--- src/rtl/euler_rotation_3d_unit_assert.svh ---
// ---------------------------------------------------------------------------
// euler_rotation_3d_unit assertion macros
// Concurrent checks for the rotation unit, compiled out with NO_ASSERTIONS.
// ---------------------------------------------------------------------------
`ifndef EULER_ROTATION_3D_UNIT_ASSERT_SVH
`define EULER_ROTATION_3D_UNIT_ASSERT_SVH
`ifndef NO_ASSERTIONS
// same-cycle implication
`define EUL_ASSERT_IMP(label, clk, rst_n, ante, cons, msg) \
    label: assert property (@(posedge clk) disable iff (!rst_n) (ante) |-> (cons)) \
        else $error(msg);
// next-cycle implication
`define EUL_ASSERT_NXT(label, clk, rst_n, ante, cons, msg) \
    label: assert property (@(posedge clk) disable iff (!rst_n) (ante) |=> (cons)) \
        else $error(msg);
`else
`define EUL_ASSERT_IMP(label, clk, rst_n, ante, cons, msg)
`define EUL_ASSERT_NXT(label, clk, rst_n, ante, cons, msg)
`endif
`endif

--- src/rtl/eul_skid.sv ---
// ---------------------------------------------------------------------------
// eul_skid
// Two-entry output buffer: output register plus skid register, with a
// registered room flag that holds the pipeline.
// ---------------------------------------------------------------------------
`include "euler_rotation_3d_unit_assert.svh"

module eul_skid #(
    parameter int DATA_W = 97
) (
    input  logic              i_clk,
    input  logic              i_rst_n,
    input  logic              i_push,
    input  logic [DATA_W-1:0] i_data,
    output logic              o_room,
    output logic              o_valid,
    output logic [DATA_W-1:0] o_data,
    input  logic              i_ready
);
    logic              r_out_valid;
    logic              r_skid_valid;
    logic [DATA_W-1:0] r_out;
    logic [DATA_W-1:0] r_skid;

    // control
    always_ff @(posedge i_clk) begin
        if (!i_rst_n) begin
            r_out_valid  <= 1'b0;
            r_skid_valid <= 1'b0;
        end else if (i_push) begin
            if (!r_out_valid || i_ready) begin
                r_out_valid <= 1'b1;
            end else begin
                r_skid_valid <= 1'b1;
            end
        end else if (i_ready) begin
            r_out_valid  <= r_skid_valid;
            r_skid_valid <= 1'b0;
        end
    end

    // payload
    always_ff @(posedge i_clk) begin
        if (i_push) begin
            if (!r_out_valid || i_ready) begin
                r_out <= i_data;
            end else begin
                r_skid <= i_data;
            end
        end else if (i_ready && r_skid_valid) begin
            r_out <= r_skid;
        end
    end

    assign o_room  = !r_skid_valid;
    assign o_valid = r_out_valid;
    assign o_data  = r_out;

    `EUL_ASSERT_IMP(a_skid_behind_out, i_clk, i_rst_n, r_skid_valid, r_out_valid, "skid item without output item")
    `EUL_ASSERT_NXT(a_skid_catch, i_clk, i_rst_n, i_push && r_out_valid && !i_ready, r_skid_valid, "stalled item not caught")

endmodule

--- config.mk ---
export PLATFORM = sky130hd
export DESIGN_NAME = eul_skid
export DESIGN_NICKNAME = d
export VERILOG_FILES = /design/src/rtl/eul_skid.sv
export VERILOG_INCLUDE_DIRS = /design/src /design/src/rtl
export SDC_FILE = /design/constraint.sdc
export NUM_CORES = 1
export LEC_CHECK = 0
export BUFFER_PORTS_ARGS = -buffer_cell sky130_fd_sc_hd__buf_2
export CAP_MARGIN = 15
export CELL_PAD_IN_SITES_DETAIL_PLACEMENT = 0
export CELL_PAD_IN_SITES_GLOBAL_PLACEMENT = 1
export CORE_MARGIN = 10
export CORE_UTILIZATION = 30
export DETAILED_ROUTE_END_ITERATION = 7
export PLACE_DENSITY = 0.7
export SLEW_MARGIN = 5
export SYNTH_ARGS = -nofsm -noshare
export SYNTH_HDL_FRONTEND = slang
export SYNTH_SLANG_ARGS = --single-unit
--- constraint.sdc ---
create_clock -name i_clk -period 7.6 [get_ports i_clk]
set_input_delay 0.76 -clock i_clk [delete_from_list [all_inputs] [get_ports i_clk]]
set_output_delay 0.76 -clock i_clk [all_outputs]
set_load 0.03 [all_outputs]
Yosys cells after proc, flatten, opt, wreduce, memory -nomap -nowiden
Cells that the tools add are included.
{"block": "totals", "regBits": 196, "output_inout_bits": 99, "elab_cells": 26}
{"block": "classes", "n_eq_ne": 2, "mux": 9, "bitwise": 1, "n_reduce_logical": 10}
{"cell": "97-bit 2-to-1 mux", "count": 3}
{"cell": "2-bit AND reduction", "count": 4}
{"cell": "1-bit 2-to-1 mux", "count": 6}
{"cell": "2-bit nonzero test", "count": 2}
{"cell": "1-bit zero test", "count": 2}
{"cell": "2-bit by 1-bit != test with 1-bit output, second input constant", "count": 1}
{"cell": "2-bit != test, second input constant", "count": 1}
{"cell": "1-bit logical AND", "count": 1}
{"cell": "1-bit logical OR", "count": 1}
{"cell": "1-bit NOT", "count": 1}

Logic depth before layout (Yosys ltp)
Gate-level depths: netlist (run 1).
{"block": "depth", "depth_word": 4, "ltp_mapped": 5, "depth_no_buf": 3}

Least setup slack after synthesis (run 1)
OpenSTA, ideal clock, no wires.
{"block": "synth_path", "path_kind": "input to register", "from": "input i_push", "to": "register r_out[0] (netlist: o_data[0]), enable pin", "arrival_ps": 5158, "t_required_ps": 7046, "path_slack_ps": 1888, "cell_stages": 4, "cell_sequence": "buf_6 > clkbuf_8 > a21oi_1 > nor2_1"}
{"block": "synth_between", "elab_chain_len": 2, "word_cells_on_any_way": 3, "classes_between": "eq/ne: 1; reduce/logical: 2"}
{"element": "start: declaration", "line_no": "eul_skid.sv:13", "rtl": "input logic i_push,"}
{"element": "2-bit by 1-bit != test with 1-bit output (no source line) / 2-bit nonzero test (equally long branches)"}
{"element": "2-bit AND reduction (no source line) *"}
{"element": "end signal: assignment", "line_no": "eul_skid.sv:46", "rtl": "r_out <= i_data;"}
{"element": "end signal: assignment", "line_no": "eul_skid.sv:51", "rtl": "r_out <= r_skid;"}
{"element": "end: declaration", "line_no": "eul_skid.sv:22", "rtl": "logic [DATA_W-1:0] r_out;"}
Mark *: on every way between the ends. The rest lies on a longest branch, timed or not.
A chain may end at the register's enable or synchronous reset.

Worst setup path in the final report (run 1)
{"block": "layout_path", "from": "input i_push", "to": "register r_skid[1], enable pin"}
{"block": "layout_between", "elab_chain_len": 1}
{"element": "2-bit AND reduction (no source line)"}
{"element": "end signal: assignment", "line_no": "eul_skid.sv:48", "rtl": "r_skid <= i_data;"}
{"element": "end: declaration", "line_no": "eul_skid.sv:23", "rtl": "logic [DATA_W-1:0] r_skid;"}
No other way between the ends.

==> metrics.csv, run 1 <==
metric,value,unit
Max VDD drop,0.134,mV
Starting DRT DRC Count,229,
# setup viols final,0,
pwr/cell area,261,nW/µm²
Core ar.,23500,µm²
aggregate global routing overflow,0,
DIE WIDTH,175,µm
synthesized flop and latch total,196,
post-synthesis cell count,314,
"critical path, cell by cell",buf_4 -> and2_4 -> buf_4,
vias in the first global route,4052,
drt first pass iters,4,
Slew Limit Fails,0,
layout cells sized above 1,62.1,%
Area after DPL,8450,µm²
"Cell Area, Synth",7160,µm²
full die area,30500,µm²
CP arrival,2.71,ns
IO Count,200,
maxcap violations,0,
post-synthesis net count,415,
via/cell ratio,4.27,
skew final,0.00914,ns
Final period util,35.0,%
initial antenna violation count,2,
Finished Cell Area,9040,µm²
antenna cell count,0,
"slowest stage delay, CP",0.69,ns
fin nets,626,
Fmax,376,MHz
cts hold-fix bufs,0,
WL per Instance,18.4,µm
Post-CTS Resized,0,
Clock Latency Late Sink,0.42,ns
final hold vios,0,
FP Rows,56,
Ys Warns,0,
average size of a mapped cell,22.8,µm²
PortBufs,199,
root buffer cell,clkbuf_16,
Least-Margin Pin Slew,0.789,ns
Leak,0.00333,µW
total CTS buffers,17,
Post-Route WL,15.8,mm
Via Count,3657,
CTS tree,yes,
fillers,2193,
clock buffer depth,2,
Synth-to-Final Area Change,26.2,%
Hold Crit Class,in -> reg,
H-Tree Depth,4,
largest net degree at the start of global routing,58,
post-CTS setup repair buffer count,0,
crit start category,input pin,
first-pass GRT wire length,24.7,mm
Slew HR,47.4,%
status,finished clean,
Die Height,175,µm
RSZ-0062 raised after global routing,no,
total clock sinks,196,
post-route ant nets,0,
setup TNS,0,ns
initial core utilization,30.5,%
Residual DRC,0,
post-detail-place hpwl,11.1,mm
CP Max Fanout,55,
clock transition at the registers of the reported paths,0.07,ns
minimum clock period,2.66,ns
critical path required time,7.65,ns
slowest CP cell,buf_4,
CP Class,in -> reg,
CP Capture Type,flip-flop,
All-Layer GR Usage,10.4,%
cell mode on critical path,buf_4,
gpl congestion,0.772,
post-synthesis cell type count,12,
sequential-to-total area share from yosys stat,81.9,%
per-layer routing:
| metal | global-route usage, % | wire length (µm) |
|---|---|---|
| met5 | 0 | 26 |
| met4 | 3.50 | 201 |
| met3 | 4.66 | 1340 |
| met2 | 15.2 | 7100 |
| met1 | 13.4 | 7130 |
final timing paths:
kind / from / to / slack, ns / cells after the start
min reg2reg: r_skid[57]$_DFFE_PP_ / o_data[57]$_DFFE_PP_ / 0.55 / 1
max: i_push / r_skid[1]$_DFFE_PP_ / 4.94 / 3
min: i_data[7] / r_skid[7]$_DFFE_PP_ / 0.52 / 1
max reg2reg: o_valid$_SDFFE_PN0P_ / r_skid[1]$_DFFE_PP_ / 5.17 / 3
through the flow:
stage / worst slack [ns] / total power [µW] / cells / hold WS, ns / util (%)
final: 4.94 / 2360 / 857 / 0.523 / 38.5
after global routing: 4.80 / 2460 / 857 / 0.493 / 38.5
after CTS: 4.93 / 2400 / 857 / 0.498 / 38.5
after detailed placement: 4.46 / 1510 / 825 / 0.534 / 36.0
after global placement: 4.56 / 1510 / 825 / 0.528 / 36.0
after floorplan: 1.89 / 1430 / 314 / 0.525 / -
placed cells by master, fill, tap and decap left out:
| master | instances |
|---|---|
| clkbuf_16 | 17 |
| buf_4 | 5 |
| o21a_1 | 1 |
| nor2_4 | 1 |
| buf_2 | 198 |
| clkinv_2 | 1 |
| inv_1 | 3 |
| and2_4 | 1 |
| dfxtp_1 | 2 |
| edfxtp_1 | 194 |
| inv_8 | 3 |
| nor2b_1 | 1 |
| mux2_2 | 97 |
| inv_6 | 4 |
| a21boi_0 | 1 |
| clkinv_8 | 4 |
| a21oi_1 | 2 |
| clkinv_4 | 1 |
| clkinvlp_4 | 2 |
layout make-up:
cell class | count | area [µm²] | share of cell area [%]
sequential | 196 | 5870 | 64.9
multi-input combinational | 104 | 1140 | 12.7
timing repair buffer | 203 | 1030 | 11.4
clock buffer | 17 | 425 | 4.71
tap | 319 | 399 | 4.42
clock inverter | 15 | 163 | 1.80
inverter | 3 | 11.3 | 0.125
critical path: cells and delay by family:
| kind | cells | cell delay, ns |
|---|---|---|
| AND/OR/NAND/NOR | 1 | 0.66 |
| buffers and inverters | 2 | 1.16 |
registers in the layout, indices dropped and copies added (netlist names):
signal        flops
o_data           97
r_skid_valid      1
o_valid           1
r_skid           97
power breakdown:
part           switching, µW  internal, µW  total [µW]
Clock                    436           441         877
Sequential              14.2          1250        1260
Combinational            147          75.0         222
synthesized netlist by cell type, drive strengths merged:
| library cell | n | area share (%) |
|---|---|---|
| edfxtp | 194 | 81 |
| o21a | 1 | 0.10 |
| buf | 1 | 0.16 |
| nor2 | 1 | 0.052 |
| inv | 3 | 0.16 |
| a21boi | 1 | 0.10 |
| a21oi | 2 | 0.14 |
| nor2b | 1 | 0.087 |
| clkbuf | 10 | 1.9 |
| mux2 | 97 | 15 |
| dfxtp | 2 | 0.56 |
| and2 | 1 | 0.12 |
kinds of logic after synthesis:
kind of cell	count (synthesis)	synth area share (%)
simple gates	3	0.262
buf+inv	14	2.24
flops	196	81.9
mux	97	15.3
compound gates	4	0.349
Note: power is estimated with default switching activity, not from simulation.
==> inputs of run 2 (changes only) <==
clock period = 2.6 ns   (was 7.6 ns; I/O delays follow)
==> run 2 against run 1 <==
Non-clock buffer count grew 10. Sequential share of layout area decreased by 0.92 points. Clock skew is 0.0026 ns lower. Cell area increased by 1.4%. Via count increased by 1.4%. Power increased to 3.0 times the previous value. Clock power grew to 3.0 times the previous value. Worst hold slack got worse by 0.49 ns. Largest power group unchanged. Highest routed layer unchanged.
==> metrics.csv, run 2 (same netlist as run 1, synthesis figures left out) <==
metric,value,unit,change
status,finished clean,,
Synth-to-Final Area Change,28.0,%,
Leak,0.00339,µW,+1.7%
Die Height,175,µm,unchanged
Post-Route WL,15.8,mm,-0.25%
total clock sinks,196,,unchanged
CP Capture Type,flip-flop,,
Psw,1600,µW,+170%
root buffer cell,clkbuf_16,,
"most common cell after layout, fill and taps aside",buf_2,,
full die area,30500,µm²,unchanged
Critical R2R Launch,o_valid$_SDFFE_PN0P_,,
sequential power share,52.8,%,-0.7 points
CP Max Fanout,20,,-64%
post-layout util,39.1,%,+0.55 points
CTS tree,yes,,
Internal,5390,µW,+210%
Least-Margin Pin Slew,0.638,ns,-0.151 ns
total CTS buffers,17,,unchanged
routed length on met3,1.46,mm,+8.5%
DIE WIDTH,175,µm,unchanged
via/cell ratio,4.27,,+0.11%
vias in the first global route,4089,,+0.91%
"commonest non-fill, non-tap cells in the layout","198 x buf_2, 194 x edfxtp_1, 97 x mux2_2",,
All-Layer GR Usage,10.2,%,-0.18 points
Post-CTS Resized,0,,unchanged
critical path required time,2.70,ns,-4.95 ns
Slew HR,57.5,%,+10 points
WL per Instance,18.2,µm,-1.5%
hold path start,i_data[1],,
final hold vios,0,,unchanged
Slew Limit Fails,0,,unchanged
Tot Pwr,7000,µW,+200%
first-pass GRT wire length,24.2,mm,-1.9%
Net Sw Frac,22.9,%,-2.4 points
RSZ-0062 raised after global routing,no,,
setup TNS,0,ns,unchanged
worst hold slack,0.0288,ns,-0.494 ns
Via Count,3708,,+1.4%
clock transition at the registers of the reported paths,0.07,ns,about the same
top routing layer in use,met5,,
fin nets,636,,+1.6%
Clk pwr share,37.7,%,+0.6 points
post-detail-place hpwl,11.1,mm,-0.28%
Clock Latency Late Sink,0.42,ns,about the same
CP Class,reg -> reg,,
aggregate global routing overflow,0,,unchanged
CP arrival,1.81,ns,-0.90 ns
Hold Crit Class,in -> reg,,
Logic pwr share,9.6,%,+0.2 points
DP Worst Slack,0.824,ns,-3.63 ns
gpl congestion,0.731,,-5.3%
final setup margin,0.888,ns,-4.05 ns
Max VDD drop,0.400,mV,+200%
post-CTS setup repair buffer count,0,,unchanged
Metal-1 WL,6.86,mm,-3.8%
drt first pass iters,5,,+1
post-route ant nets,0,,unchanged
pwr/cell area,763,nW/µm²,+190%
skew final,0.00655,ns,-0.00259 ns
Fmax,584,MHz,
largest net degree at the start of global routing,51,,-12%
Starting DRT DRC Count,186,,-19%
layout cells sized above 1,60.7,%,-1.4 points
Final period util,65.8,%,
met2 WL,7.17,mm,+0.97%
initial core utilization,30.5,%,unchanged
Core ar.,23500,µm²,unchanged
maxcap violations,0,,unchanged
H-Tree Depth,4,,unchanged
IO Count,200,,unchanged
crit start category,flip-flop,,
clock buffer depth,2,,unchanged
CP Launch Point,o_valid$_SDFFE_PN0P_,,
PortBufs,199,,unchanged
minimum clock period,1.71,ns,
initial antenna violation count,4,,+2
Residual DRC,0,,unchanged
# setup viols final,0,,unchanged
FP Rows,56,,unchanged
-- run 2: cell count changes in the layout (fill, tap and decap cells not counted) --
cell           before  now
clkbuf_1            0    1
clkinv_4            1    2
clkinvlp_4          2    1
diode_2             0    2
bufinv_16           0    3
buf_4               5    6
buf_12              0    3
inv_8               3    0
clkinv_2            1    0
clkinv_8            4    0
inv_6               4    3
dlygate4sd3_1       0    6
clkinv_1            0    4
-- run 2: power groups by stage --
stage | clock [µW] | sequential (µW) | combinational (µW)
floorplan | 0 | 3980 | 195
finish | 2640 | 3690 | 669
CTS | 2720 | 3690 | 683
global placement | 0 | 3760 | 663
global route | 2860 | 3700 | 717
detailed placement | 0 | 3760 | 676
-- run 2: path summary, 6_finish.rpt --
| check | endpoint | slack, ns | depth (start not counted) |
|---|---|---|---|
| max | r_skid[27]$_DFFE_PP_ | 0.89 | 3 |
| max reg2reg | r_skid[27]$_DFFE_PP_ | 0.89 | 3 |
| min | r_skid[1]$_DFFE_PP_ | 0.03 | 1 |
| min reg2reg | o_data[53]$_DFFE_PP_ | 0.55 | 1 |
-- run 2: what timing repair did --
| item | in CTS | in global routing |
|---|---|---|
| endpoints found under the setup margin | 0 | 0 |
| hold buffers | 5 | 1 |
| endpoints found under the hold margin | 5 | 1 |
-- run 2: through the flow --
stage | area, µm² | cells
floorplan | 7170 | 314
detailed placement | 8520 | 829
global placement | 8520 | 829
CTS | 9150 | 865
finish | 9170 | 868
global route | 9160 | 867
-- run 2: cell type report --
type,count,area (µm²)
flip-flops and latches,196,5870
inverters,3,11.3
multi-input cells,104,1140
clock inverters,13,156
repair buffers,213,1160
fillers,2149,14300
clock buffers,18,429
diodes,2,5.00
well taps,319,399
-- run 2: routing by layer --
| metal | track usage, % | vias to the layer above |
|---|---|---|
| li1 | - | 1694 |
| met3 | 5.05 | 20 |
| met4 | 3.81 | 4 |
| met2 | 15.0 | 160 |
| met5 | 0 | - |
| met1 | 12.6 | 1830 |
-- run 2: worst max-delay path, cell delays in order, from the launching register on --
cell and delay [ns]:
dfxtp_1 0.33, nor2b_1 0.30, and2_4 0.40, buf_4 0.34
==> inputs of run 3 (changes only) <==
clock period = 1.72 ns   (was 2.6 ns; I/O delays follow)
==> run 3 against run 2 <==
First-iteration DRC count is 3.2% lower. Sequential share of layout area fell by 6.8 points. Clock skew up 0.0018 ns. Fmax increased by 25%. Clock-buffer cell count up 1. Routed wire length is 5.2% higher. Clock power grew 61%. Via count is 9.4% higher. Cell count increased by 11%. Global-route usage up 0.70 points. Critical path depth unchanged. Critical path type unchanged. Critical endpoint is now r_skid[33]$_DFFE_PP_. Largest power group unchanged.
==> metrics.csv, run 3 (same netlist as run 1, synthesis figures left out) <==
metric,value,unit,change
status,finished clean,,
Die Height,175,µm,unchanged
root buffer cell,clkbuf_16,,
"CP delay by family, top",simple AND/OR/NAND/NOR gates,,
setup TNS,0,ns,unchanged
maxcap violations,0,,unchanged
DP Cell Count,835,,+0.72%
Fmax,729,MHz,+25%
Synth-to-Final Area Change,43.2,%,
Slew Limit Fails,0,,unchanged
Clock Latency Late Sink,0.42,ns,about the same
FP Rows,56,,unchanged
gpl congestion,0.767,,+4.9%
RSZ-0062 raised after global routing,no,,
fillers,2056,,-4.3%
"most common cell after layout, fill and taps aside",buf_2,,
Critical R2R Launch,o_valid$_SDFFE_PN0P_,,
"Endpoint, Worst Hold",o_valid$_SDFFE_PN0P_,,
final non-filler cell total,965,,+11%
CP Max Fanout,33,,+65%
post-CTS setup repair buffer count,0,,unchanged
clock buffer depth,2,,unchanged
# setup viols final,0,,unchanged
"commonest non-fill, non-tap cells in the layout","198 x buf_2, 194 x edfxtp_1, 98 x dlygate4sd3_1",,
Post-CTS Resized,0,,unchanged
met2 Use GR,17.5,%,+2.5 points
final hold vios,0,,unchanged
vias in the first global route,4702,,+15%
critical path required time,1.83,ns,-0.87 ns
pwr/cell area,1080,nW/µm²,+41%
H-Tree Depth,4,,unchanged
DIE WIDTH,175,µm,unchanged
"critical path, cell by cell",nor2b_4 -> and2_4 -> buf_12,,
antenna cell count,0,,-2
aggregate global routing overflow,0,,unchanged
Least-Margin Pin Slew,0.313,ns,-0.324 ns
full die area,30500,µm²,unchanged
skew final,0.00833,ns,+0.00178 ns
Hold Path Depth,4,,+3
total CTS buffers,17,,unchanged
met3 Usage GRT,4.94,%,-0.11 points
total clock sinks,196,,unchanged
Core ar.,23500,µm²,unchanged
Final period util,79.8,%,+14 points
FF-to-FF setup slack,0.35,ns,-0.54 ns
Post-Route WL,16.6,mm,+5.2%
RR Endpoint,r_skid[33]$_DFFE_PP_,,
hold path start,i_ready,,
Starting DRT DRC Count,180,,-3.2%
post-detail-place hpwl,11.4,mm,+2.7%
All-Layer GR Usage,10.9,%,+0.70 points
Via Count,4058,,+9.4%
met1 global-route usage,12.6,%,about the same
crit path buf inv count,1,,unchanged
Leak,0.00385,µW,+14%
fin nets,734,,+15%
Register-to-Register Path Depth,3,,unchanged
drt first pass iters,4,,-1
post-route ant nets,0,,unchanged
Slew HR,79.1,%,+22 points
"slowest stage delay, CP",0.34,ns,-0.06 ns
slowest CP cell,dfxtp_4,,
PortBufs,199,,unchanged
CP arrival,1.49,ns,-0.32 ns
Hold Crit Class,in -> reg,,
largest net degree at the start of global routing,53,,+3.9%
minimum clock period,1.37,ns,-0.340 ns
Max VDD drop,0.653,mV,+63%
Residual DRC,0,,unchanged
CTS tree,yes,,
initial antenna violation count,0,,-4
crit start category,flip-flop,,
via/cell ratio,4.21,,-1.6%
clock transition at the registers of the reported paths,0.07,ns,about the same
most used routing layer,met2,,
IO Count,200,,unchanged
first-pass GRT wire length,26.4,mm,+8.9%
initial core utilization,30.5,%,unchanged
CP Capture Type,flip-flop,,
WL per Instance,17.2,µm,-5.4%
cts hold-fix bufs,98,,+93
layout cells sized above 1,53.3,%,-7.4 points
CP Class,reg -> reg,,
run 3: changes by cell type in the layout (fill, tap and decap cells not counted), sizes merged:
| cell | previous run | this run |
|---|---|---|
| clkbuf | 18 | 19 |
| clkinv | 6 | 2 |
| diode | 2 | 0 |
| dlygate4sd3 | 6 | 98 |
| bufinv | 3 | 4 |
| inv | 6 | 8 |
| buf | 207 | 213 |
| clkinvlp | 1 | 2 |
run 3: metal layers:
metal | wire, µm | vias up
li1 | - | 1884
met1 | 6850 | 2019
met2 | 7950 | 139
met3 | 1520 | 16
met4 | 273 | 0
met5 | 0 | -
run 3: layout make-up:
type / instances / area [µm²] / share of cell area [%]
clock buffer: 19 / 433 / 4.22
clock inverter: 13 / 194 / 1.89
inverter: 3 / 11.3 / 0.110
multi-input combinational: 104 / 1150 / 11.3
sequential: 196 / 5870 / 57.2
tap: 319 / 399 / 3.89
timing repair buffer: 311 / 2200 / 21.4
run 3: worst reg2reg max path, stage by stage, from the launching register on:
cell     delay (ns)
dfxtp_4        0.34
nor2b_4        0.17
and2_4         0.29
buf_12         0.25
run 3: worst max path at each step:
stage	from	to	slack, ns	depth (start not counted)
after floorplan	o_valid$_SDFFE_PN0P_	o_data[0]$_DFFE_PP_	-0.62	2
after global placement	o_valid$_SDFFE_PN0P_	r_skid[57]$_DFFE_PP_	0.36	3
after detailed placement	i_push	o_data[66]$_DFFE_PP_	0.32	3
after CTS	o_valid$_SDFFE_PN0P_	r_skid[36]$_DFFE_PP_	0.33	3
after global routing	o_valid$_SDFFE_PN0P_	r_skid[14]$_DFFE_PP_	0.29	3
final	o_valid$_SDFFE_PN0P_	r_skid[33]$_DFFE_PP_	0.35	3
run 3: report_power, final:
group          internal, µW  leakage, µW  switching (µW)
clock network          2470     0.000299            1770
registers              5510      0.00184            55.5
logic                   528      0.00171             703
total                  8510      0.00385            2530
run 3: per-stage QoR:
| stage | instance area, µm² | setup WS (ns) | power [µW] | hold WS (ns) | util [%] |
|---|---|---|---|---|---|
| 6_report | 10300 | 0.348 | 11000 | 0.116 | 43.7 |
| 3_3_place_gp | 8650 | 0.358 | 6710 | 0.362 | 36.9 |
| 5_1_grt | 10300 | 0.291 | 11500 | 0.133 | 43.7 |
| 3_5_place_dp | 8650 | 0.322 | 6750 | 0.363 | 36.9 |
| 2_1_floorplan | 7200 | -0.624 | 6310 | 0.271 | - |
| 4_1_cts | 10300 | 0.330 | 11200 | 0.0967 | 43.7 |
